==> src/sv/mahc_pkg.sv <==
// Package for the MPEG audio header check unit: header codes, rate tables,
// reciprocal constants and the payload types of the pipeline stages.
// No dependencies.
`default_nettype none

package mahc_pkg;

   localparam logic [31:0] SYNC_MASK = 32'hFFE0_0000;

   localparam int unsigned KBPS_W      = 9;
   localparam int unsigned COEF_W      = 13;
   localparam int unsigned PROD_FULL_W = KBPS_W + COEF_W;
   localparam int unsigned PROD_W      = 20;
   localparam int unsigned RECIP_W     = 24;
   localparam int unsigned QUOT_FULL_W = PROD_W + RECIP_W;
   localparam int unsigned RECIP_SHIFT = 32;
   localparam int unsigned QUOT_W      = 12;
   localparam int unsigned AVAIL_W     = 16;
   localparam int unsigned LEN_W       = 12;
   localparam int unsigned SUM_W       = QUOT_W + 1;
   localparam int unsigned SCALED_W    = SUM_W + 2;

   typedef enum logic [1:0] {
      VER_25  = 2'd0,
      VER_RSV = 2'd1,
      VER_2   = 2'd2,
      VER_1   = 2'd3
   } version_type;

   typedef enum logic [1:0] {
      LAYER_RSV = 2'd0,
      LAYER_III = 2'd1,
      LAYER_II  = 2'd2,
      LAYER_I   = 2'd3
   } layer_type;

   localparam logic [1:0]  EMPH_RSV  = 2'd2;
   localparam logic [1:0]  FIDX_44K  = 2'd0;
   localparam logic [1:0]  FIDX_48K  = 2'd1;
   localparam logic [1:0]  FIDX_32K  = 2'd2;
   localparam logic [1:0]  FIDX_RSV  = 2'd3;
   localparam logic [3:0]  RIDX_FREE = 4'd0;
   localparam logic [3:0]  RIDX_BAD  = 4'd15;
   localparam logic [AVAIL_W-1:0] MIN_AVAIL = 16'd4;

   // Length coefficients with the bit/s and Hz scale factors folded in; the
   // sample rates are held in units of 100 Hz at the MPEG-1 value.
   localparam logic [COEF_W-1:0] COEF_L1     = 13'd120;
   localparam logic [COEF_W-1:0] COEF_L3_LSF = 13'd720;
   localparam logic [COEF_W-1:0] COEF_STD    = 13'd1440;

   localparam logic [63:0] RECIP_ONE = 64'd1 << RECIP_SHIFT;
   localparam logic [63:0] FREQ_44K  = 64'd441;
   localparam logic [63:0] FREQ_48K  = 64'd480;
   localparam logic [63:0] FREQ_32K  = 64'd320;
   localparam logic [63:0] RECIP_44K_FULL = (RECIP_ONE + FREQ_44K - 64'd1) / FREQ_44K;
   localparam logic [63:0] RECIP_48K_FULL = (RECIP_ONE + FREQ_48K - 64'd1) / FREQ_48K;
   localparam logic [63:0] RECIP_32K_FULL = (RECIP_ONE + FREQ_32K - 64'd1) / FREQ_32K;
   localparam logic [RECIP_W-1:0] RECIP_44K = RECIP_44K_FULL[RECIP_W-1:0];
   localparam logic [RECIP_W-1:0] RECIP_48K = RECIP_48K_FULL[RECIP_W-1:0];
   localparam logic [RECIP_W-1:0] RECIP_32K = RECIP_32K_FULL[RECIP_W-1:0];

   localparam logic [0:15][KBPS_W-1:0] KBPS_M1_L1 = {
      9'd0, 9'd32, 9'd64, 9'd96, 9'd128, 9'd160, 9'd192, 9'd224,
      9'd256, 9'd288, 9'd320, 9'd352, 9'd384, 9'd416, 9'd448, 9'd0};
   localparam logic [0:15][KBPS_W-1:0] KBPS_M1_L2 = {
      9'd0, 9'd32, 9'd48, 9'd56, 9'd64, 9'd80, 9'd96, 9'd112,
      9'd128, 9'd160, 9'd192, 9'd224, 9'd256, 9'd320, 9'd384, 9'd0};
   localparam logic [0:15][KBPS_W-1:0] KBPS_M1_L3 = {
      9'd0, 9'd32, 9'd40, 9'd48, 9'd56, 9'd64, 9'd80, 9'd96,
      9'd112, 9'd128, 9'd160, 9'd192, 9'd224, 9'd256, 9'd320, 9'd0};
   localparam logic [0:15][KBPS_W-1:0] KBPS_LSF_L1 = {
      9'd0, 9'd32, 9'd48, 9'd56, 9'd64, 9'd80, 9'd96, 9'd112,
      9'd128, 9'd144, 9'd160, 9'd176, 9'd192, 9'd224, 9'd256, 9'd0};
   localparam logic [0:15][KBPS_W-1:0] KBPS_LSF_L23 = {
      9'd0, 9'd8, 9'd16, 9'd24, 9'd32, 9'd40, 9'd48, 9'd56,
      9'd64, 9'd80, 9'd96, 9'd112, 9'd128, 9'd144, 9'd160, 9'd0};

   function automatic logic [KBPS_W-1:0] kbps_lookup(version_type ver, layer_type layer,
                                                      logic [3:0] ridx);
      logic [KBPS_W-1:0] kbps;
      if (ver == VER_1) begin
         unique case (layer)
            LAYER_I:  kbps = KBPS_M1_L1[ridx];
            LAYER_II: kbps = KBPS_M1_L2[ridx];
            default:  kbps = KBPS_M1_L3[ridx];
         endcase
      end else if (layer == LAYER_I) begin
         kbps = KBPS_LSF_L1[ridx];
      end else begin
         kbps = KBPS_LSF_L23[ridx];
      end
      return kbps;
   endfunction

   function automatic logic [RECIP_W-1:0] recip_lookup(logic [1:0] fidx);
      logic [RECIP_W-1:0] recip;
      unique case (fidx)
         FIDX_44K: recip = RECIP_44K;
         FIDX_48K: recip = RECIP_48K;
         FIDX_32K: recip = RECIP_32K;
         default:  recip = '0;
      endcase
      return recip;
   endfunction

   typedef struct packed {
      logic                ok;
      logic                layer1;
      logic                pad;
      logic [KBPS_W-1:0]   kbps;
      logic [COEF_W-1:0]   coef;
      logic [RECIP_W-1:0]  recip;
      logic [AVAIL_W-1:0]  avail;
   } dec_type;

   typedef struct packed {
      logic                ok;
      logic                layer1;
      logic                pad;
      logic [PROD_W-1:0]   prod;
      logic [RECIP_W-1:0]  recip;
      logic [AVAIL_W-1:0]  avail;
   } prod_type;

   typedef struct packed {
      logic                ok;
      logic                layer1;
      logic                pad;
      logic [QUOT_W-1:0]   quot;
      logic [AVAIL_W-1:0]  avail;
   } quot_type;

endpackage

`default_nettype wire

==> src/sv/mahc_decode.sv <==
// First pipeline stage: checks the header fields and looks up the bitrate,
// the length coefficient and the sample-rate reciprocal. Uses mahc_pkg.
`default_nettype none

module mahc_decode (
   input  wire logic                         clock,
   input  wire logic                         reset,
   input  wire logic                         in_valid,
   output      logic                         in_ready,
   input  wire logic [31:0]                  header_word,
   input  wire logic [mahc_pkg::AVAIL_W-1:0] bytes_available,
   output      logic                         out_valid,
   input  wire logic                         out_ready,
   output      mahc_pkg::dec_type            out_data
);
   import mahc_pkg::*;

   version_type       ver;
   layer_type         layer;
   logic [3:0]        ridx;
   logic [1:0]        fidx;
   logic [1:0]        emph;
   logic [COEF_W-1:0] base;
   dec_type           data_in;
   dec_type           data_ff;
   logic              valid_ff;

   always_comb begin
      ver   = version_type'(header_word[20:19]);
      layer = layer_type'(header_word[18:17]);
      ridx  = header_word[15:12];
      fidx  = header_word[11:10];
      emph  = header_word[1:0];

      if (layer == LAYER_I) begin
         base = COEF_L1;
      end else if (layer == LAYER_III && ver != VER_1) begin
         base = COEF_L3_LSF;
      end else begin
         base = COEF_STD;
      end

      data_in.ok = ((header_word & SYNC_MASK) == SYNC_MASK) && (ver != VER_RSV) &&
                   (layer != LAYER_RSV) && (ridx != RIDX_FREE) && (ridx != RIDX_BAD) &&
                   (fidx != FIDX_RSV) && (emph != EMPH_RSV) &&
                   (bytes_available >= MIN_AVAIL);
      data_in.layer1 = (layer == LAYER_I);
      data_in.pad    = header_word[9];
      data_in.kbps   = kbps_lookup(ver, layer, ridx);
      unique case (ver)
         VER_1:   data_in.coef = base;
         VER_2:   data_in.coef = base << 1;
         default: data_in.coef = base << 2;
      endcase
      data_in.recip = recip_lookup(fidx);
      data_in.avail = bytes_available;
   end

   assign in_ready  = !valid_ff || out_ready;
   assign out_valid = valid_ff;
   assign out_data  = data_ff;

   always_ff @(posedge clock) begin
      if (reset) begin
         valid_ff <= 1'b0;
      end else if (in_ready) begin
         valid_ff <= in_valid;
      end
      if (in_ready && in_valid) begin
         data_ff <= data_in;
      end
   end

endmodule

`default_nettype wire

==> src/sv/mahc_mult.sv <==
// Second and third pipeline stages: forms the scaled bitrate product and
// divides it by the sample rate through a reciprocal multiply. Uses mahc_pkg.
`default_nettype none

module mahc_mult (
   input  wire logic              clock,
   input  wire logic              reset,
   input  wire logic              in_valid,
   output      logic              in_ready,
   input  wire mahc_pkg::dec_type in_data,
   output      logic              out_valid,
   input  wire logic              out_ready,
   output      mahc_pkg::quot_type out_data
);
   import mahc_pkg::*;

   logic [PROD_FULL_W-1:0] prod_full;
   logic [QUOT_FULL_W-1:0] quot_full;
   prod_type               prod_in;
   prod_type               prod_ff;
   logic                   prod_valid_ff;
   quot_type               quot_in;
   quot_type               quot_ff;
   logic                   quot_valid_ff;
   logic                   quot_ready;

   always_comb begin
      prod_full      = PROD_FULL_W'(in_data.kbps) * PROD_FULL_W'(in_data.coef);
      prod_in.ok     = in_data.ok;
      prod_in.layer1 = in_data.layer1;
      prod_in.pad    = in_data.pad;
      prod_in.prod   = prod_full[PROD_W-1:0];
      prod_in.recip  = in_data.recip;
      prod_in.avail  = in_data.avail;

      quot_full      = QUOT_FULL_W'(prod_ff.prod) * QUOT_FULL_W'(prod_ff.recip);
      quot_in.ok     = prod_ff.ok;
      quot_in.layer1 = prod_ff.layer1;
      quot_in.pad    = prod_ff.pad;
      quot_in.quot   = quot_full[RECIP_SHIFT +: QUOT_W];
      quot_in.avail  = prod_ff.avail;
   end

   assign quot_ready = !quot_valid_ff || out_ready;
   assign in_ready   = !prod_valid_ff || quot_ready;
   assign out_valid  = quot_valid_ff;
   assign out_data   = quot_ff;

   always_ff @(posedge clock) begin
      if (reset) begin
         prod_valid_ff <= 1'b0;
         quot_valid_ff <= 1'b0;
      end else begin
         if (in_ready) begin
            prod_valid_ff <= in_valid;
         end
         if (quot_ready) begin
            quot_valid_ff <= prod_valid_ff;
         end
      end
      if (in_ready && in_valid) begin
         prod_ff <= prod_in;
      end
      if (quot_ready && prod_valid_ff) begin
         quot_ff <= quot_in;
      end
   end

endmodule

`default_nettype wire

==> src/sv/mpeg_audio_header_check_unit.sv <==
// MPEG audio frame header check. An accepted item passes through the four-stage
// pipeline of decode, product, reciprocal multiply and compare to the rsp_ ports;
// throughput is one item per cycle while rsp_stall is low.
// Reset, synchronous and active high, empties the pipeline; no other state.
// Uses mahc_pkg, mahc_decode and mahc_mult.
`default_nettype none

module mpeg_audio_header_check_unit (
   input  wire logic                         clock,
   input  wire logic                         reset,
   input  wire logic                         req_valid,
   output      logic                         req_stall,
   input  wire logic [31:0]                  req_header_word,
   input  wire logic [mahc_pkg::AVAIL_W-1:0] req_bytes_available,
   output      logic                         rsp_valid,
   input  wire logic                         rsp_stall,
   output      logic                         rsp_accepted,
   output      logic [mahc_pkg::LEN_W-1:0]   rsp_frame_length
);
   import mahc_pkg::*;

   logic              dec_ready;
   logic              dec_valid;
   dec_type           dec_data;
   logic              mult_ready;
   logic              mult_valid;
   quot_type          mult_data;
   logic              out_ready;
   logic [SUM_W-1:0]  sum;
   logic [SCALED_W-1:0] len;
   logic              accepted_in;
   logic [LEN_W-1:0]  frame_length_in;
   logic              rsp_valid_ff;
   logic              rsp_accepted_ff;
   logic [LEN_W-1:0]  rsp_frame_length_ff;

   mahc_decode u_decode (
      .clock           (clock),
      .reset           (reset),
      .in_valid        (req_valid),
      .in_ready        (dec_ready),
      .header_word     (req_header_word),
      .bytes_available (req_bytes_available),
      .out_valid       (dec_valid),
      .out_ready       (mult_ready),
      .out_data        (dec_data)
   );

   mahc_mult u_mult (
      .clock     (clock),
      .reset     (reset),
      .in_valid  (dec_valid),
      .in_ready  (mult_ready),
      .in_data   (dec_data),
      .out_valid (mult_valid),
      .out_ready (out_ready),
      .out_data  (mult_data)
   );

   always_comb begin
      sum = SUM_W'(mult_data.quot) + SUM_W'(mult_data.pad);
      if (mult_data.layer1) begin
         len = SCALED_W'(sum) << 2;
      end else begin
         len = SCALED_W'(sum);
      end
      accepted_in     = mult_data.ok && (AVAIL_W'(len) <= mult_data.avail);
      frame_length_in = accepted_in ? len[LEN_W-1:0] : '0;
   end

   assign out_ready        = !rsp_valid_ff || !rsp_stall;
   assign req_stall        = !dec_ready;
   assign rsp_valid        = rsp_valid_ff;
   assign rsp_accepted     = rsp_accepted_ff;
   assign rsp_frame_length = rsp_frame_length_ff;

   always_ff @(posedge clock) begin
      if (reset) begin
         rsp_valid_ff <= 1'b0;
      end else if (out_ready) begin
         rsp_valid_ff <= mult_valid;
      end
      if (out_ready && mult_valid) begin
         rsp_accepted_ff     <= accepted_in;
         rsp_frame_length_ff <= frame_length_in;
      end
   end

endmodule

`default_nettype wire
==> config.mk <==
export PLATFORM = sky130hd
export DESIGN_NAME = mpeg_audio_header_check_unit
export DESIGN_NICKNAME = d
export VERILOG_FILES = /design/src/sv/mahc_pkg.sv /design/src/sv/mahc_decode.sv /design/src/sv/mahc_mult.sv /design/src/sv/mpeg_audio_header_check_unit.sv
export SDC_FILE = /design/constraint.sdc
export NUM_CORES = 1
export LEC_CHECK = 0
export BUFFER_PORTS_ARGS = -buffer_cell sky130_fd_sc_hd__buf_2
export CAP_MARGIN = 10
export CELL_PAD_IN_SITES_DETAIL_PLACEMENT = 1
export CELL_PAD_IN_SITES_GLOBAL_PLACEMENT = 1
export CORE_ASPECT_RATIO = 1.75
export CORE_MARGIN = 3
export CORE_UTILIZATION = 40
export DETAILED_ROUTE_END_ITERATION = 7
export PLACE_DENSITY = 0.7
export SYNTH_ARGS = -nofsm -noshare
export SYNTH_HDL_FRONTEND = slang
export SYNTH_HIERARCHICAL = 1
export SYNTH_SLANG_ARGS = --single-unit
==> constraint.sdc <==
create_clock -name clock -period 9.48 [get_ports clock]
set_input_delay 0 -clock clock [delete_from_list [all_inputs] [get_ports clock]]
set_output_delay 0 -clock clock [all_outputs]
set_load 0.02 [all_outputs]
==> results.toml, run 1 <==
[logic_synthesis]
yosys.area.top_type_share = 0.368
synthAdderAreaFrac = 0.473
synth_simple_gate_area_frac = 0.168
synth_area_leader_cell = "fa_1"
ys_seq_area_frac = 0.177
synth_top_family_by_area = "adder cells"
synth_xor_area_frac = 0.0141
synth-seq-cells = 151
synth-compound-area-share = 0.0589
synthArstFlopShare = 0
synth_edf_count = 147
avgSynthCellArea_um2 = 9.69
ys.flop_type = "edfxtp_1"
muxShareOfSynthArea = 0.00305
synth.lib_cells_used.distinct = 81
syn_inst = 2625
synth_area_leaders = "fa_1 (37%), edfxtp_1 (17%), ha_1 (10%), inv_1 (8.0%), and2_1 (7.5%)"
yosysWarnings = 6
synthesis.area_um2 = 25400

[drt]
viasPerCell = 5.32
dr.pass1.iters = 5
post_drt_wl_per_cell_um = 20.9
wl_um = 71400
remaining_drc_errors = 0
ant_nets = 0
vias = 18174
drtIter0Drc = 655

[critical_path]
crit_fanout = 24
rr_startpoint = "u_mult/prod_ff[45]$_DFFE_PP_"
max_stage_delay_ps = 1270
crit_path_cell_trace = "nand2_1 > fa_1 > fa_1 > fa_1 > inv_1 > fa_1 > fa_1 > fa_1 > inv_1 > fa_1 > inv_1 > ha_1 > a21oi_1 > o2111ai_1 > nand2_1 > o2111ai_1 > a21oi_1 > o21bai_1 > xor2_1"
end_kind = "register"
slowest_stage = "edfxtp_1"
worstPathArrival_ps = 7830
worst-path-stages = 19
crit_buf_inv = 3
r2r_slack_ps = 1830
cp-startpoint = "u_mult/prod_ff[45]$_DFFE_PP_"
cp_common_cell = "fa_1"
cp_top_family = "adder cells"
critical_path_class = "register to register"
r2r_cells = 19
crit_required_ps = 9660
worstReg2RegEnd = "u_mult/out_data[23]$_DFFE_PP_"
start_kind = "register"
cp-endpoint = "u_mult/out_data[23]$_DFFE_PP_"

[timing]
rsz0062_at_grt = "false"
clock_skew_ps = 8.68
tightest_slew_ps = 1380
whs_ps = 13.1
setup_viol = 0
worst_slack_ps = 1830
min_period_ps = 7650
finalCritPeriodShare = 0.807
fmax_ghz = 0.131
relSlewSlack = 0.0809
slew_violations = 0
hold_viol = 0
tns_ps = 0

[die]
die_area_um2 = 66800
core-area_um2 = 62500
dieWidth_um = 197
start_util = 0.407
die_y_um = 340
rows = 121
io_pins = 67

[finish]
finalNonFillerCells = 3418
syn_to_final_growth_pct = 6.27
drive_above_1_share = 0.0523
nets = 3338

[clock_network]
cts.clk_slew.worst_paths_ps = 70
cts_sinks = 151
clkLatencyLatePin_ps = 440
cts-htree-levels = 4
cts_buffer_depth = 2
cts_made_buffers = 17
cts_tree = "yes"
cts-root-buf = "clkbuf_16"

[placement]
io_buffers = 58
pre_cts_slack_ps = 1980
placedCellCount = 3363
dp_hpwl_um = 56600
gp_congestion = 0.894

[global_routing]
grt_pass1_wl_um = 116000
grt_pass1_vias = 21843
antenna_found_initial = 1
grt.total_usage = 0.224
overflow = 0
grt_max_degree = 64

[outcome]
status = "complete, no violations"

[worst_hold_path]
hold_class = "input port to register"

[run]
maxCapViolations = 0
-- flip-flops by register name (all words and copies together) (netlist names) --
signal and cells:
u_mult/out_data 31, u_mult/prod_valid_ff 1, u_decode/out_data 40, u_mult/out_valid 1, rsp_accepted 1, rsp_frame_length 12
rsp_valid 1, u_mult/prod_ff 63, u_decode/out_valid 1
-- how the worst min path moves through the flow --
stage / start / end / cells past startpoint
after CTS: req_header_word[10] / u_decode/out_data[35]$_DFFE_PP_ / 3
after detailed placement: req_bytes_available[1] / u_decode/out_data[1]$_DFFE_PP_ / 1
after floorplan: reset / u_decode/out_valid$_SDFFE_PP0N_ / 1
after global placement: req_bytes_available[0] / u_decode/out_data[0]$_DFFE_PP_ / 1
after global routing: req_header_word[26] / u_decode/out_data[64]$_DFFE_PP_ / 4
final: req_header_word[10] / u_decode/out_data[35]$_DFFE_PP_ / 3
-- tightest hold or removal path, stage by stage --
cell	delay [ps]
buf_2	140
inv_1	80
ha_1	130
-- cell usage in the layout (no fill, tap or decap), types with 14 or more instances in the layout --
| cell type | netlist | routed |
|---|---|---|
| nand2_1 | 361 | 361 |
| a21oi_1 | 54 | 54 |
| nor3_1 | 16 | 16 |
| a21o_1 | 17 | 17 |
| o21ai_0 | 29 | 29 |
| nand2b_1 | 14 | 14 |
| dlygate4sd3_1 | 0 | 23 |
| xnor2_1 | 28 | 28 |
| nor2b_1 | 19 | 18 |
| nand4_1 | 17 | 17 |
| clkbuf_16 | 0 | 17 |
| fa_1 | 468 | 468 |
| buf_4 | 25 | 19 |
| edfxtp_1 | 147 | 147 |
| ha_1 | 212 | 212 |
| and2_1 | 305 | 303 |
| inv_1 | 540 | 540 |
| nand3_1 | 19 | 19 |
| nor2_1 | 47 | 47 |
| buf_2 | 5 | 58 |
-- layer usage --
metal,vias up,wire [um],track usage
met5,-,0,0
met4,0,4680,0.130
met3,220,1490,0.0187
met2,405,41800,0.450
met1,9545,23500,0.216
li1,8004,-,-
-- Yosys cell counts (25+ instances only) --
cell      number
clkbuf_1     115
and2_1       305
nor2_1        47
ha_1         212
a21oi_1       54
o21ai_0       29
buf_4         25
fa_1         468
xnor2_1       28
inv_1        540
edfxtp_1     147
nand2_1      361
-- per-stage QoR --
step                instance area, um2  utilization
floorplan                        25500            -
global placement                 26200        0.419
detailed placement               26200        0.419
CTS                              27000        0.432
global route                     27000        0.432
finish                           27000        0.432
-- cells by family after synthesis --
| family | after synthesis |
|---|---|
| compound gates | 216 |
| fa+ha+maj | 680 |
| mux | 6 |
| other cells | 1 |
| buf+inv | 689 |
| flops | 151 |
| simple gates | 841 |
| xor+xnor | 41 |
-- area by class of cell --
class,instances,area (um2)
well taps,799,1000
diodes,1,2.50
inverters,541,2030
multi-input cells,1795,18300
repair buffers,100,663
clock inverters,14,140
fillers,7015,35500
flip-flops and latches,151,4490
clock buffers,17,425
-- timing repair --
item                       CTS  global route
hold endpoints to repair    26             0
buffers inserted             0             0
hold buffers                23             0
gates resized for setup      0             0
setup endpoints to repair    0             0
Power of run 1 is left out: the tool's default activity adds up to more than one toggle a clock period on the data nets, which glitch-free logic cannot reach.
==> run 2, diff against run 1 <==
- clock period: 9.48 -> 7.65 ns (I/O delays scaled with it)
==> run 2 against run 1 <==
- cell count rose by 1.4%
- clock-buffer cell count up 9
- highest routed layer unchanged
- register-to-register slack lost 1400 ps
- die area unchanged
- critical path depth unchanged
- sequential share of layout area shrank 0.35 points
- via count grew 1.3%
- sequential cell count unchanged
- maximum frequency grew 5.8%
==> results.toml, run 2 (synthesis results as in run 1) <==
[outcome]
status = "complete, no violations"

[die]
die_area_um2 = 66800
io_pins = 67
start_util = 0.407
core-area_um2 = 62500
dieWidth_um = 197
die_y_um = 340
rows = 121

[worst_hold_path]
whs_path_depth = 3
hold_class = "input port to register"
min_to = "u_decode/out_data[46]$_DFFE_PP_"
hp-start = "req_header_word[17]"

[critical_path]
cp_common_cell = "fa_1"
r2r_slack_ps = 430
slowest_stage = "edfxtp_1"
crit_buf_inv = 3
cp-startpoint = "u_mult/prod_ff[24]$_DFFE_PP_"
crit_fanout = 17
crit_path_cell_trace = "nand2_1 > fa_1 > inv_1 > fa_1 > fa_1 > fa_1 > fa_1 > fa_1 > inv_1 > fa_1 > inv_1 > ha_1 > a21oi_1 > o21ai_0 > a221oi_2 > nand2_1 > or4_1 > nor2_1 > a311oi_1"
rr_startpoint = "u_mult/prod_ff[24]$_DFFE_PP_"
worstPathArrival_ps = 7470
crit_required_ps = 7890
end_kind = "register"
cp_top_family = "adder cells"
start_kind = "register"
max_stage_delay_ps = 870
critical_path_class = "register to register"
r2r_cells = 19
worstReg2RegEnd = "u_mult/out_data[26]$_DFFE_PP_"

[clock_network]
cts_setup_buffers = 0
cts_sinks = 151
cts-htree-levels = 4
cts_hold_buffers = 32
cts_buffer_depth = 3
cts_tree = "yes"
cts_made_buffers = 25
cts_resized = 0
cts-root-buf = "clkbuf_16"
clkLatencyLatePin_ps = 510
cts.clk_slew.worst_paths_ps = 70

[timing]
relSlewSlack = 0.201
worst_slack_ps = 425
tightest_slew_ps = 1200
setup_viol = 0
finalCritPeriodShare = 0.944
clock_skew_ps = 25.9
min_period_ps = 7220
tns_ps = 0
hold_viol = 0
fmax_ghz = 0.138
rsz0062_at_grt = "false"
slew_violations = 0

[drt]
wl_um = 73400
ant_nets = 0
dr.pass1.iters = 4
remaining_drc_errors = 0
vias = 18405
post_drt_wl_per_cell_um = 21.2
drtIter0Drc = 569
viasPerCell = 5.31

[global_routing]
grt_max_degree = 64
grt_pass1_wl_um = 117000
antenna_found_initial = 0
grt.total_usage = 0.226
grt_pass1_vias = 21964
overflow = 0

[finish]
utilization = 0.441
regMostFlops = "u_mult/prod_ff"
drive_above_1_share = 0.0652
mostFrequentLayoutCell = "inv_1"
syn_to_final_growth_pct = 8.54
diodes = 0
layout_common_cells = "inv_1 (540), fa_1 (468), nand2_1 (361)"
nets = 3394
largest_register_ffs = 63

[placement]
dp_hpwl_um = 60900
pre_cts_slack_ps = 453
io_buffers = 58
gp_congestion = 0.959

[run]
maxCapViolations = 0
-- run 2: cell type report --
class / instances / area (um2)
Fill cell: 7052 / 34900
Clock inverter: 7 / 131
Tap cell: 799 / 1000
Clock buffer: 26 / 629
Inverter: 541 / 2030
Timing Repair Buffer: 148 / 1050
Multi-Input combinational cell: 1795 / 18300
Sequential cell: 151 / 4490
-- run 2: metrics by stage --
stage                     area [um2]  cells  hold WS (ps)
after floorplan                25500   2635          69.1
after global placement         26500   3402           178
after detailed placement       26500   3402           180
after CTS                      27600   3467          4.32
after global routing           27600   3467          52.3
final                          27600   3467          28.0
-- run 2: how the worst max path moves through the flow --
stage | end | slack [ps] | cells after the start
after floorplan | u_mult/out_data[26]$_DFFE_PP_ | 1470 | 21
after global placement | u_mult/out_data[26]$_DFFE_PP_ | 550 | 20
after detailed placement | u_mult/out_data[26]$_DFFE_PP_ | 450 | 19
after CTS | u_mult/out_data[26]$_DFFE_PP_ | 460 | 20
after global routing | u_mult/out_data[26]$_DFFE_PP_ | 260 | 19
final | u_mult/out_data[26]$_DFFE_PP_ | 430 | 19
-- run 2: per-layer routing --
| metal | up-vias | GRT usage | share of wire | wire, um |
|---|---|---|---|---|
| met4 | 0 | 0.155 | 0.078 | 5700 |
| met2 | 442 | 0.451 | 0.58 | 42600 |
| met3 | 264 | 0.0221 | 0.025 | 1840 |
| li1 | 8100 | - | - | - |
| met5 | - | 0 | 0 | 0 |
| met1 | 9599 | 0.210 | 0.32 | 23200 |
-- run 2: worst reg2reg max path, delay by kind of cell, from the launching register on --
| family | cells | cell delay [ps] |
|---|---|---|
| buffers and inverters | 3 | 210 |
| flip-flops | 1 | 870 |
| AO/OA/AOI/OAI | 4 | 980 |
| adder cells (fa/ha/maj) | 8 | 4040 |
| AND/OR/NAND/NOR | 4 | 850 |
Power of run 2 is left out for the same reason.
==> run 3, diff against run 2 <==
- ABC_AREA: unset -> 1
- PLACE_DENSITY: 0.7 -> 0.72
==> run 3 against run 2 <==
- sequential share of layout area down 0.74 points
- wire length up 7.3%
- die area up 5.3%
- maximum frequency up 5.0%
- via count up 13%
- first-iteration DRC count up 41%
==> results.toml, run 3 <==
[logic_synthesis]
synth_area_leaders = "fa_1 (35%), edfxtp_1 (16%), inv_1 (14%), nand2_1 (14%), ha_1 (9.9%)"
synthesis.area_um2 = 26800
synth_area_leader_cell = "fa_1"
yosys.area.top_type_share = 0.350
ys.flop_type = "edfxtp_1"
synthArstFlopShare = 0
syn_inst = 3352
avgSynthCellArea_um2 = 8.00
synthTopCellsByCount = "inv_1 (1,004), nand2_1 (966), fa_1 (468), ha_1 (212), edfxtp_1 (147)"
synth-seq-cells = 151
synth_most_common_cell = "inv_1"
ys_seq_area_frac = 0.168
synth_edf_count = 147
yosysWarnings = 6
synth.lib_cells_used.distinct = 44

[die]
start_util = 0.404
die_y_um = 348
core-area_um2 = 66300
io_pins = 67
dieWidth_um = 202
die_area_um2 = 70300
rows = 125

[timing]
setup_viol = 0
tns_ps = 0
fmax_ghz = 0.145
slew_violations = 0
clock_skew_ps = 17.1
relSlewSlack = 0.187
hold_viol = 0
rsz0062_at_grt = "false"
finalCritPeriodShare = 0.900
min_period_ps = 6880
tightest_slew_ps = 1220

[drt]
remaining_drc_errors = 0
vias = 20884
ant_nets = 0
dr.pass1.iters = 5
drtIter0Drc = 800
post_drt_wl_per_cell_um = 18.4
wl_um = 78700
viasPerCell = 4.88

[global_routing]
antenna_found_initial = 0
grt.total_usage = 0.234
overflow = 0
grt_max_degree = 64
grt_pass1_vias = 24493
grt_pass1_wl_um = 127000

[worst_hold_path]
hold_class = "input port to register"

[finish]
layout_common_cells = "inv_1 (1,003), nand2_1 (966), fa_1 (468)"
diodes = 0
syn_to_final_growth_pct = 7.90
largest_register_ffs = 63
drive_above_1_share = 0.0599
nets = 4110
stdcell_area_um2 = 28900
regMostFlops = "u_mult/prod_ff"
mostFrequentLayoutCell = "inv_1"

[critical_path]
start_kind = "register"
worstPathArrival_ps = 7090
crit_required_ps = 7860
crit_fanout = 18
critical_path_class = "register to register"
end_kind = "register"

[clock_network]
cts_sinks = 151
cts-htree-levels = 4
cts_setup_buffers = 0
cts_buffer_depth = 2
cts_tree = "yes"
cts_made_buffers = 17
clkLatencyLatePin_ps = 460
cts-root-buf = "clkbuf_16"
cts.clk_slew.worst_paths_ps = 90

[run]
maxCapViolations = 0

[outcome]
status = "complete, no violations"

[placement]
placed_cell_area_um2 = 28000
dp_hpwl_um = 65200
gp_congestion = 0.907
io_buffers = 58
-- run 3: cell types whose count changed after synthesis, moves of 12 or more --
cell	before	now
nand3_1	19	71
xnor2_1	28	6
a21oi_1	54	70
nor2_1	47	98
and2_1	305	0
nand2b_1	14	0
nand2_1	361	966
nor2b_1	19	0
o21a_1	13	1
a21o_1	17	3
inv_1	540	1004
-- run 3: final cells by class --
| type | count | area (um2) |
|---|---|---|
| flip-flops and latches | 151 | 4490 |
| clock inverters | 15 | 201 |
| fillers | 8129 | 37400 |
| repair buffers | 138 | 958 |
| clock buffers | 17 | 425 |
| well taps | 889 | 1110 |
| multi-input cells | 2055 | 17900 |
| inverters | 1015 | 3810 |
-- run 3: path summary, 6_finish.rpt --
path	depth (start not counted)	slack (ps)	to	from
hold / removal	3	30	u_decode/out_data[31]$_DFFE_PP_	req_header_word[10]
hold reg to reg	0	420	u_mult/out_data[15]$_DFFE_PP_	u_mult/prod_ff[15]$_DFFE_PP_
setup / recovery	21	770	u_mult/out_data[24]$_DFFE_PP_	u_mult/prod_ff[47]$_DFFE_PP_
setup reg to reg	21	770	u_mult/out_data[24]$_DFFE_PP_	u_mult/prod_ff[47]$_DFFE_PP_
-- run 3: critical path, cell delays in order (launching register included) --
cell,delay (ps)
edfxtp_1,1160
buf_4,330
nand2_1,90
fa_1,530
inv_1,60
fa_1,530
inv_1,60
fa_1,520
inv_1,70
fa_1,470
fa_1,580
fa_1,490
ha_1,310
ha_1,310
a21oi_1,320
nor2_1,70
nor2_1,160
o21ai_0,150
a21oi_1,200
nand3_1,100
nand2_1,60
nand2_1,50
-- run 3: routing by layer --
layer | track usage | routed length, um
met5 | 0 | 0
met4 | 0.143 | 5500
met3 | 0.0216 | 1870
met2 | 0.484 | 45800
met1 | 0.214 | 25500
-- run 3: kinds of logic after synthesis --
logic type	count (synthesis)	share of synthesized area
AOI/OAI and AO/OA	125	0.0261
xor gates and xnor gates	26	0.00850
adders and majority gates	680	0.449
buffers and inverters	1156	0.166
DFF	151	0.168
other	1	0.000140
and+or+nand+nor	1213	0.183
-- run 3: metrics by stage --
| stage | util | worst slack, ps | instances | hold slack (ps) |
|---|---|---|---|---|
| CTS | 0.436 | 789 | 4279 | 4.20 |
| global placement | 0.423 | 911 | 4221 | 191 |
| floorplan | - | 1940 | 3362 | 69.1 |
| finish | 0.436 | 767 | 4280 | 29.4 |
| detailed placement | 0.423 | 852 | 4221 | 195 |
| global route | 0.436 | 513 | 4280 | 12.2 |
-- run 3: repair_timing --
action                                 in CTS  in global routing
hold buffers                               26                  1
endpoints found under the hold margin      31                  1
resized for setup                           0                  0
Power of run 3 is left out for the same reason.
